**src/rtl/sine_tone_generator_core_macros.svh**
```systemverilog
// Assertion helpers shared by the sine tone generator RTL.
// They expect clk and rst_n in the scope where they are used.
`ifndef SINE_TONE_GENERATOR_CORE_MACROS_SVH
`define SINE_TONE_GENERATOR_CORE_MACROS_SVH

// Same-cycle implication
`define STG_ASSERT_NOW(lbl, ante, cons, msg) \
    lbl: assert property (@(posedge clk) disable iff (!rst_n) (ante) |-> (cons)) else $error(msg);

// Next-cycle implication
`define STG_ASSERT_NEXT(lbl, ante, cons, msg) \
    lbl: assert property (@(posedge clk) disable iff (!rst_n) (ante) |=> (cons)) else $error(msg);

`endif

```
**src/rtl/stg_pkg.sv**
```systemverilog
package stg_pkg;

    // Channel count of the tone source; mask bits above it are never active
    localparam int CHANNELS = 8;
    localparam logic [7:0] CHANNEL_MASK = (CHANNELS >= 8) ? 8'hFF : 8'((1 << CHANNELS) - 1);

    // Seek multiply: low 32 position bits, one byte per cell
    localparam int CELL_BITS = 8;
    localparam int NUM_CELLS = 32 / CELL_BITS;

    // Command codes
    localparam logic CMD_SAMPLE = 1'b0;
    localparam logic CMD_SEEK   = 1'b1;

    // Register word index
    localparam logic REG_PHASE_INC = 1'b0;

    // Quarter-wave table generation constants (Q2.30)
    localparam longint unsigned HALF_PI_Q30 = 64'd1686629713;
    localparam int FRAC_BITS    = 30;
    localparam int FULL_SCALE   = 32767;
    localparam int SERIES_TERMS = 14;

    typedef struct packed {
        logic        command;
        logic [7:0]  silent_mask;
        logic [47:0] seek_position;
    } cmd_t;

    typedef struct packed {
        logic signed [15:0] sample_value;
        logic [7:0]         active_channels;
    } smp_t;

    // Item payload carried along the cell chain
    typedef struct packed {
        logic        seek;
        logic [7:0]  active;
        logic [31:0] offset;
        logic [31:0] pos;
        logic [31:0] mul;
        logic [31:0] acc;
    } cell_t;

    // Lookup flags after phase decode
    typedef struct packed {
        logic       top;
        logic       neg;
        logic [7:0] active;
    } look_t;

    // Taylor term divisor (2n)(2n+1)
    function automatic longint unsigned series_div(input int n, input longint unsigned v);
        case (n)
            1:       return v / 6;
            2:       return v / 20;
            3:       return v / 42;
            4:       return v / 72;
            5:       return v / 110;
            6:       return v / 156;
            7:       return v / 210;
            8:       return v / 272;
            9:       return v / 342;
            10:      return v / 420;
            11:      return v / 506;
            12:      return v / 600;
            13:      return v / 702;
            14:      return v / 812;
            default: return v;
        endcase
    endfunction

    // Quarter-wave entry k of 2^(tab_bits-2), evaluated at elaboration only
    function automatic logic [14:0] quarter_entry(input int tab_bits, input int k);
        longint unsigned x;
        longint unsigned x2;
        longint unsigned term;
        longint unsigned sum;
        longint unsigned scaled;
        x = (HALF_PI_Q30 * 64'(k) + (64'd1 << (tab_bits - 3))) >> (tab_bits - 2);
        x2 = (x * x) >> FRAC_BITS;
        term = x;
        sum = x;
        for (int n = 1; n <= SERIES_TERMS; n++)
        begin
            term = series_div(n, (term * x2) >> FRAC_BITS);
            if ((n & 1) != 0)
                sum = sum - term;
            else
                sum = sum + term;
        end
        scaled = (sum * 64'(FULL_SCALE) + (64'd1 << (FRAC_BITS - 1))) >> FRAC_BITS;
        if (scaled > 64'(FULL_SCALE))
            scaled = 64'(FULL_SCALE);
        return 15'(scaled);
    endfunction

endpackage

```
**src/rtl/stg_cell.sv**
```systemverilog
// One byte step of the seek multiply; samples just pass through
module stg_cell (
    input  logic          clk,
    input  logic          rst_n,
    input  logic          en,
    input  logic          valid_in,
    input  stg_pkg::cell_t data_in,
    output logic          valid_out,
    output stg_pkg::cell_t data_out
);

    logic           valid_reg;
    stg_pkg::cell_t data_reg;
    stg_pkg::cell_t data_next;
    logic [39:0]    prod;

    // Partial product of the low position byte, then shift to the next byte
    always_comb
    begin
        prod = 40'(data_in.pos[stg_pkg::CELL_BITS-1:0]) * 40'(data_in.mul);
        data_next = data_in;
        data_next.acc = data_in.acc + prod[31:0];
        data_next.mul = data_in.mul << stg_pkg::CELL_BITS;
        data_next.pos = data_in.pos >> stg_pkg::CELL_BITS;
    end

    always_ff @(posedge clk or negedge rst_n)
    begin
        if (!rst_n)
            valid_reg <= 1'b0;
        else if (en)
            valid_reg <= valid_in;
    end

    always_ff @(posedge clk)
    begin
        if (en)
            data_reg <= data_next;
    end

    assign valid_out = valid_reg;
    assign data_out  = data_reg;

endmodule

```
**src/rtl/stg_phase.sv**
```systemverilog
// Absolute phase from seek base plus offset, decoded to a quarter-table address
module stg_phase #(
    parameter int TABLE_ADDR_BITS = 10
) (
    input  logic                       clk,
    input  logic                       rst_n,
    input  logic                       en,
    input  logic                       valid_in,
    input  stg_pkg::cell_t             data_in,
    output logic                       valid_out,
    output logic [TABLE_ADDR_BITS-3:0] addr,
    output stg_pkg::look_t             look
);

    localparam int AW = TABLE_ADDR_BITS - 2;

    logic [31:0]              base_reg;
    logic [31:0]              phase;
    logic [TABLE_ADDR_BITS-1:0] idx;
    logic [1:0]               quad;
    logic [AW-1:0]            qoff;
    logic                     valid_reg;
    logic                     valid_next;
    logic [AW-1:0]            addr_reg;
    logic [AW-1:0]            addr_next;
    stg_pkg::look_t           look_reg;
    stg_pkg::look_t           look_next;

    // Phase decode: quadrant mirrors and negates the quarter table
    always_comb
    begin
        phase = base_reg + data_in.offset;
        idx = phase[31 -: TABLE_ADDR_BITS];
        quad = idx[TABLE_ADDR_BITS-1 -: 2];
        qoff = idx[AW-1:0];
        addr_next = quad[0] ? AW'(~qoff + 1'b1) : qoff;
        look_next.top = quad[0] && (qoff == '0);
        look_next.neg = quad[1];
        look_next.active = data_in.active;
        valid_next = valid_in && !data_in.seek;
    end

    // Seek product becomes the new base
    always_ff @(posedge clk or negedge rst_n)
    begin
        if (!rst_n)
        begin
            base_reg  <= '0;
            valid_reg <= 1'b0;
        end
        else if (en)
        begin
            valid_reg <= valid_next;
            if (valid_in && data_in.seek)
                base_reg <= data_in.acc;
        end
    end

    always_ff @(posedge clk)
    begin
        if (en)
        begin
            addr_reg <= addr_next;
            look_reg <= look_next;
        end
    end

    assign valid_out = valid_reg;
    assign addr      = addr_reg;
    assign look      = look_reg;

endmodule

```
**src/rtl/stg_rom.sv**
```systemverilog
// Quarter-wave table with registered read
module stg_rom #(
    parameter int TABLE_ADDR_BITS = 10
) (
    input  logic                       clk,
    input  logic                       rst_n,
    input  logic                       en,
    input  logic                       valid_in,
    input  logic [TABLE_ADDR_BITS-3:0] addr,
    input  stg_pkg::look_t             look_in,
    output logic                       valid_out,
    output logic [14:0]                raw,
    output stg_pkg::look_t             look_out
);

    localparam int QLEN = 1 << (TABLE_ADDR_BITS - 2);
    localparam logic [14:0] TOP_VALUE = stg_pkg::quarter_entry(TABLE_ADDR_BITS, QLEN);

    logic [14:0]    tab [QLEN];
    logic           valid_reg;
    logic [14:0]    raw_reg;
    stg_pkg::look_t look_reg;

    // Constant entries computed at elaboration
    for (genvar k = 0; k < QLEN; k++)
    begin : g_tab
        localparam logic [14:0] ENTRY = stg_pkg::quarter_entry(TABLE_ADDR_BITS, k);
        assign tab[k] = ENTRY;
    end

    always_ff @(posedge clk or negedge rst_n)
    begin
        if (!rst_n)
            valid_reg <= 1'b0;
        else if (en)
            valid_reg <= valid_in;
    end

    // Quarter point itself lies one past the table
    always_ff @(posedge clk)
    begin
        if (en)
        begin
            raw_reg  <= look_in.top ? TOP_VALUE : tab[addr];
            look_reg <= look_in;
        end
    end

    assign valid_out = valid_reg;
    assign raw       = raw_reg;
    assign look_out  = look_reg;

endmodule

```
**src/rtl/sine_tone_generator_core.sv**
```systemverilog
// Pipeline: a command passes 4 multiply cells, then the phase, table and out registers, before smp_valid rises.
// Throughput: one item per cycle while cmd_stall is low; the seek multiply runs byte by byte down a chain of 4 cells.
// A seek gives no result; the phase a sample sees is tracked as seek base plus running offset.
// cmd_stall rises only while the output skid register is full under a stalled consumer.
// Reset (async, active low): phase increment, phase and offset cleared, pipeline emptied.
`include "sine_tone_generator_core_macros.svh"

module sine_tone_generator_core #(
    parameter int TABLE_ADDR_BITS = 10
) (
    input  logic           clk,
    input  logic           rst_n,
    // APB configuration
    input  logic           psel,
    input  logic           penable,
    input  logic           pwrite,
    input  logic [2:0]     paddr,
    input  logic [31:0]    pwdata,
    output logic [31:0]    prdata,
    output logic           pready,
    // command channel
    input  logic           cmd_valid,
    output logic           cmd_stall,
    input  stg_pkg::cmd_t  cmd_data,
    // sample channel
    output logic           smp_valid,
    input  logic           smp_stall,
    output stg_pkg::smp_t  smp_data
);

    localparam int AW = TABLE_ADDR_BITS - 2;

    logic [31:0]    inc_reg;
    logic [31:0]    offset_reg;
    logic [31:0]    offset_next;
    logic           en;
    logic           accept;
    logic           cfg_write;

    logic           cell_valid [stg_pkg::NUM_CELLS+1];
    stg_pkg::cell_t cell_data  [stg_pkg::NUM_CELLS+1];

    logic           ph_valid;
    logic [AW-1:0]  ph_addr;
    stg_pkg::look_t ph_look;

    logic           rom_valid;
    logic [14:0]    rom_raw;
    stg_pkg::look_t rom_look;

    stg_pkg::smp_t  pipe_item;
    logic           out_valid_reg;
    logic           out_valid_next;
    stg_pkg::smp_t  out_data_reg;
    stg_pkg::smp_t  out_data_next;
    logic           skid_valid_reg;
    logic           skid_valid_next;
    stg_pkg::smp_t  skid_data_reg;
    stg_pkg::smp_t  skid_data_next;
    logic           out_take;

    // Configuration register
    assign pready    = 1'b1;
    assign cfg_write = psel && penable && pwrite && pready;
    assign prdata    = (paddr[2] == stg_pkg::REG_PHASE_INC) ? inc_reg : '0;

    always_ff @(posedge clk or negedge rst_n)
    begin
        if (!rst_n)
            inc_reg <= '0;
        else if (cfg_write && (paddr[2] == stg_pkg::REG_PHASE_INC))
            inc_reg <= pwdata;
    end

    // Whole pipeline moves unless the skid register holds a result
    assign en        = !skid_valid_reg;
    assign cmd_stall = skid_valid_reg;
    assign accept    = cmd_valid && !cmd_stall;

    // Offset since last seek; a seek restarts it
    always_comb
    begin
        offset_next = offset_reg;
        if (accept)
        begin
            if (cmd_data.command == stg_pkg::CMD_SEEK)
                offset_next = '0;
            else
                offset_next = offset_reg + inc_reg;
        end
    end

    always_ff @(posedge clk or negedge rst_n)
    begin
        if (!rst_n)
            offset_reg <= '0;
        else
            offset_reg <= offset_next;
    end

    // Entry of the cell chain
    always_comb
    begin
        cell_valid[0] = accept;
        cell_data[0].seek   = (cmd_data.command == stg_pkg::CMD_SEEK);
        cell_data[0].active = ~cmd_data.silent_mask & stg_pkg::CHANNEL_MASK;
        cell_data[0].offset = offset_reg;
        cell_data[0].pos    = cmd_data.seek_position[31:0];
        cell_data[0].mul    = inc_reg;
        cell_data[0].acc    = '0;
    end

    for (genvar i = 0; i < stg_pkg::NUM_CELLS; i++)
    begin : g_cell
        stg_cell u_cell (
            .clk       (clk),
            .rst_n     (rst_n),
            .en        (en),
            .valid_in  (cell_valid[i]),
            .data_in   (cell_data[i]),
            .valid_out (cell_valid[i+1]),
            .data_out  (cell_data[i+1])
        );
    end

    stg_phase #(
        .TABLE_ADDR_BITS (TABLE_ADDR_BITS)
    ) u_phase (
        .clk       (clk),
        .rst_n     (rst_n),
        .en        (en),
        .valid_in  (cell_valid[stg_pkg::NUM_CELLS]),
        .data_in   (cell_data[stg_pkg::NUM_CELLS]),
        .valid_out (ph_valid),
        .addr      (ph_addr),
        .look      (ph_look)
    );

    stg_rom #(
        .TABLE_ADDR_BITS (TABLE_ADDR_BITS)
    ) u_rom (
        .clk       (clk),
        .rst_n     (rst_n),
        .en        (en),
        .valid_in  (ph_valid),
        .addr      (ph_addr),
        .look_in   (ph_look),
        .valid_out (rom_valid),
        .raw       (rom_raw),
        .look_out  (rom_look)
    );

    // Sign and silence
    always_comb
    begin
        pipe_item.active_channels = rom_look.active;
        if (rom_look.active == '0)
            pipe_item.sample_value = '0;
        else if (rom_look.neg)
            pipe_item.sample_value = 16'(-$signed({1'b0, rom_raw}));
        else
            pipe_item.sample_value = $signed({1'b0, rom_raw});
    end

    // Output register with skid
    assign out_take = out_valid_reg && !smp_stall;

    always_comb
    begin
        out_valid_next  = out_valid_reg;
        out_data_next   = out_data_reg;
        skid_valid_next = skid_valid_reg;
        skid_data_next  = skid_data_reg;
        if (skid_valid_reg)
        begin
            if (out_take)
            begin
                out_data_next   = skid_data_reg;
                skid_valid_next = 1'b0;
            end
        end
        else if (rom_valid)
        begin
            if (!out_valid_reg || out_take)
            begin
                out_valid_next = 1'b1;
                out_data_next  = pipe_item;
            end
            else
            begin
                skid_valid_next = 1'b1;
                skid_data_next  = pipe_item;
            end
        end
        else if (out_take)
        begin
            out_valid_next = 1'b0;
        end
    end

    always_ff @(posedge clk or negedge rst_n)
    begin
        if (!rst_n)
        begin
            out_valid_reg  <= 1'b0;
            skid_valid_reg <= 1'b0;
        end
        else
        begin
            out_valid_reg  <= out_valid_next;
            skid_valid_reg <= skid_valid_next;
        end
    end

    always_ff @(posedge clk)
    begin
        out_data_reg  <= out_data_next;
        skid_data_reg <= skid_data_next;
    end

    assign smp_valid = out_valid_reg;
    assign smp_data  = out_data_reg;

    // Checks
    `STG_ASSERT_NOW(a_skid_needs_out, skid_valid_reg, out_valid_reg, "skid full with output empty")
    `STG_ASSERT_NEXT(a_skid_fill_cause, !skid_valid_reg && !(out_valid_reg && smp_stall), !skid_valid_reg, "skid filled without a stalled output")
    `STG_ASSERT_NEXT(a_skid_drain, skid_valid_reg && !smp_stall, out_valid_reg && !skid_valid_reg, "skid did not drain into output")

endmodule
```
**config.mk**
```make
export PLATFORM = sky130hd
export DESIGN_NAME = sine_tone_generator_core
export DESIGN_NICKNAME = d
export VERILOG_FILES = /design/src/rtl/stg_pkg.sv /design/src/rtl/stg_cell.sv /design/src/rtl/stg_phase.sv /design/src/rtl/stg_rom.sv /design/src/rtl/sine_tone_generator_core.sv
export VERILOG_INCLUDE_DIRS = /design/src /design/src/rtl
export SDC_FILE = /design/constraint.sdc
export NUM_CORES = 2
export LEC_CHECK = 0
export ABC_AREA = 0
export BUFFER_PORTS_ARGS = -buffer_cell sky130_fd_sc_hd__buf_2
export CAP_MARGIN = 20
export CORE_ASPECT_RATIO = 1.2
export CORE_MARGIN = 1
export CORE_UTILIZATION = 45
export CTS_CLUSTER_DIAMETER = 50
export CTS_CLUSTER_SIZE = 28
export DETAILED_ROUTE_END_ITERATION = 8
export PLACE_DENSITY_LB_ADDON = 0.1
export RECOVER_POWER = 100
export SYNTH_ARGS = -nofsm -noshare
export SYNTH_HDL_FRONTEND = slang
export SYNTH_HIERARCHICAL = 1
export SYNTH_SLANG_ARGS = --single-unit
```
**constraint.sdc**
```tcl
create_clock -name clk -period 17.3 [get_ports clk]
set_input_delay 1.73 -clock clk [delete_from_list [all_inputs] [get_ports clk]]
set_output_delay 1.73 -clock clk [all_outputs]
set_load 0.05 [all_outputs]
```
==> reports/metrics.yaml <==
fin_nets: 6788
max-slew-margin-rel_pct: -175
finalHoldViolations: 0
layout_setup_ws_ps: 8820
synth_cells: 5607
antenna_found_initial: 1
root_buffer: "clkbuf_16"
antenna_cells: 0
run_status: "finished with violations"
ios: 158
first_global_vias: 41958
postRouteWirelength_um: 149000
area_delta_synth_final_pct: 8.02
cp-start-kind: "register"
crit_type: "register to register"
slew_viol_final: 1020
cts.sinks: 606
gr-total-overflow: 0
end_kind: "register"
vias_per_cell: 5.34
via_count: 39620
grt_pass1_wl_um: 237000
pre_cts_slack_ps: 9830
finalClockSkew_ps: 47.1
worst_pin_slew_ps: 4120
ant_nets: 0
layout_common_cells: "inv_1 (1042), fa_1 (745), and2_1 (587), nand2_1 (503), edfxtp_1 (502)"
cts_tree: "built"
io_buffers: 138
grt_usage_pct: 23.7
postCtsHoldBufs: 0
crit_fanout: 77
drt_pass1_iterations: 8
clock.fmax_mhz: 118
ctsResizeCount: 0
wire_per_inst_um: 20.1
syn_area_per_cell_um2: 10.3
die_area_um2: 129000
cts_setup_buffers: 0
coreArea_um2: 127000
first_iter_violations: 2185
h-tree-depth: 3
drc: 15
clkTransAtPathRegs_ps: 80
final_common_cell: "inv_1"
maxCapViolations: 19
min_period_over_period_pct: 49.0
cts-buffers-inserted: 73
required_ps: 17450
setup_viol: 0
rows: 143
arrival_ps: 8630
chipWidth_um: 329
post-route-min-period_ps: 8480
drive_above_1_share_pct: 6.50
grt_max_degree: 139
rsz0062_at_grt: "no"
hp-class: "register to register"
die_h_um: 394
insertion_delay_ps: 680
syn-cell-area_um2: 57600
clockBufferDepth: 3
synth_warnings: 6
gp_congestion: 0.959
initial_core_util_pct: 45.4
violations: "DRC, capacitance limit, slew limit"
finalSetupTns_ps: 0
largest_reg_flops: 412
dp_hpwl_um: 110000
-- stage by stage --
step           cells  hold slack [ps]  util (%)  area [µm²]
2_1_floorplan   5659              400         -       57800
3_3_place_gp    7287              401      47.2       59900
3_5_place_dp    7288              405      47.3       59900
4_1_cts         7423              409      49.4       62600
5_1_grt         7423              416      49.1       62200
6_report        7423              410      49.1       62200
-- final timing paths --
check                      cells after the start                            end  slack [ps]                           start
setup / recovery                               3  g_cell[1].u_cell/data_out[70]        8820                       cmd_stall
hold / removal                                 0                u_phase/look[0]         410  g_cell[3].u_cell/data_out[128]
setup reg to reg                               3  g_cell[1].u_cell/data_out[70]        8820                       cmd_stall
hold reg to reg                                0                u_phase/look[0]         410  g_cell[3].u_cell/data_out[128]
max in group asynchronous                      2                  offset_reg[3]       11090                           rst_n
min in group asynchronous                      1           u_phase/base_reg[29]        1830                           rst_n
-- cell type report --
class,instances,area [µm²]
flip-flops and latches,606,17700
repair buffers,186,921
fillers,11886,64600
well taps,1667,2090
clock inverters,59,815
multi-input cells,3783,35000
clock buffers,76,1860
inverters,1046,3930
-- layer usage --
metal  wire [µm]  share of wire [%]  vias up  global-route usage [%]
li1            -                  -    18312                       -
met1       58200                 39    20262                    27.8
met2       80700                 54      790                    44.3
met3        4910                3.3      256                    2.22
met4        5160                3.5        0                    8.60
met5           0                  0        -                       0
-- critical path: stages, from the launching register on --
cell and delay (ps):
dfrtp_1 390, clkinvlp_2 1970, clkbuf_1 2390, clkbuf_1 3010
Power is left out: the tool's default activity adds up to more than one toggle a clock period on the data nets, which glitch-free logic cannot reach.
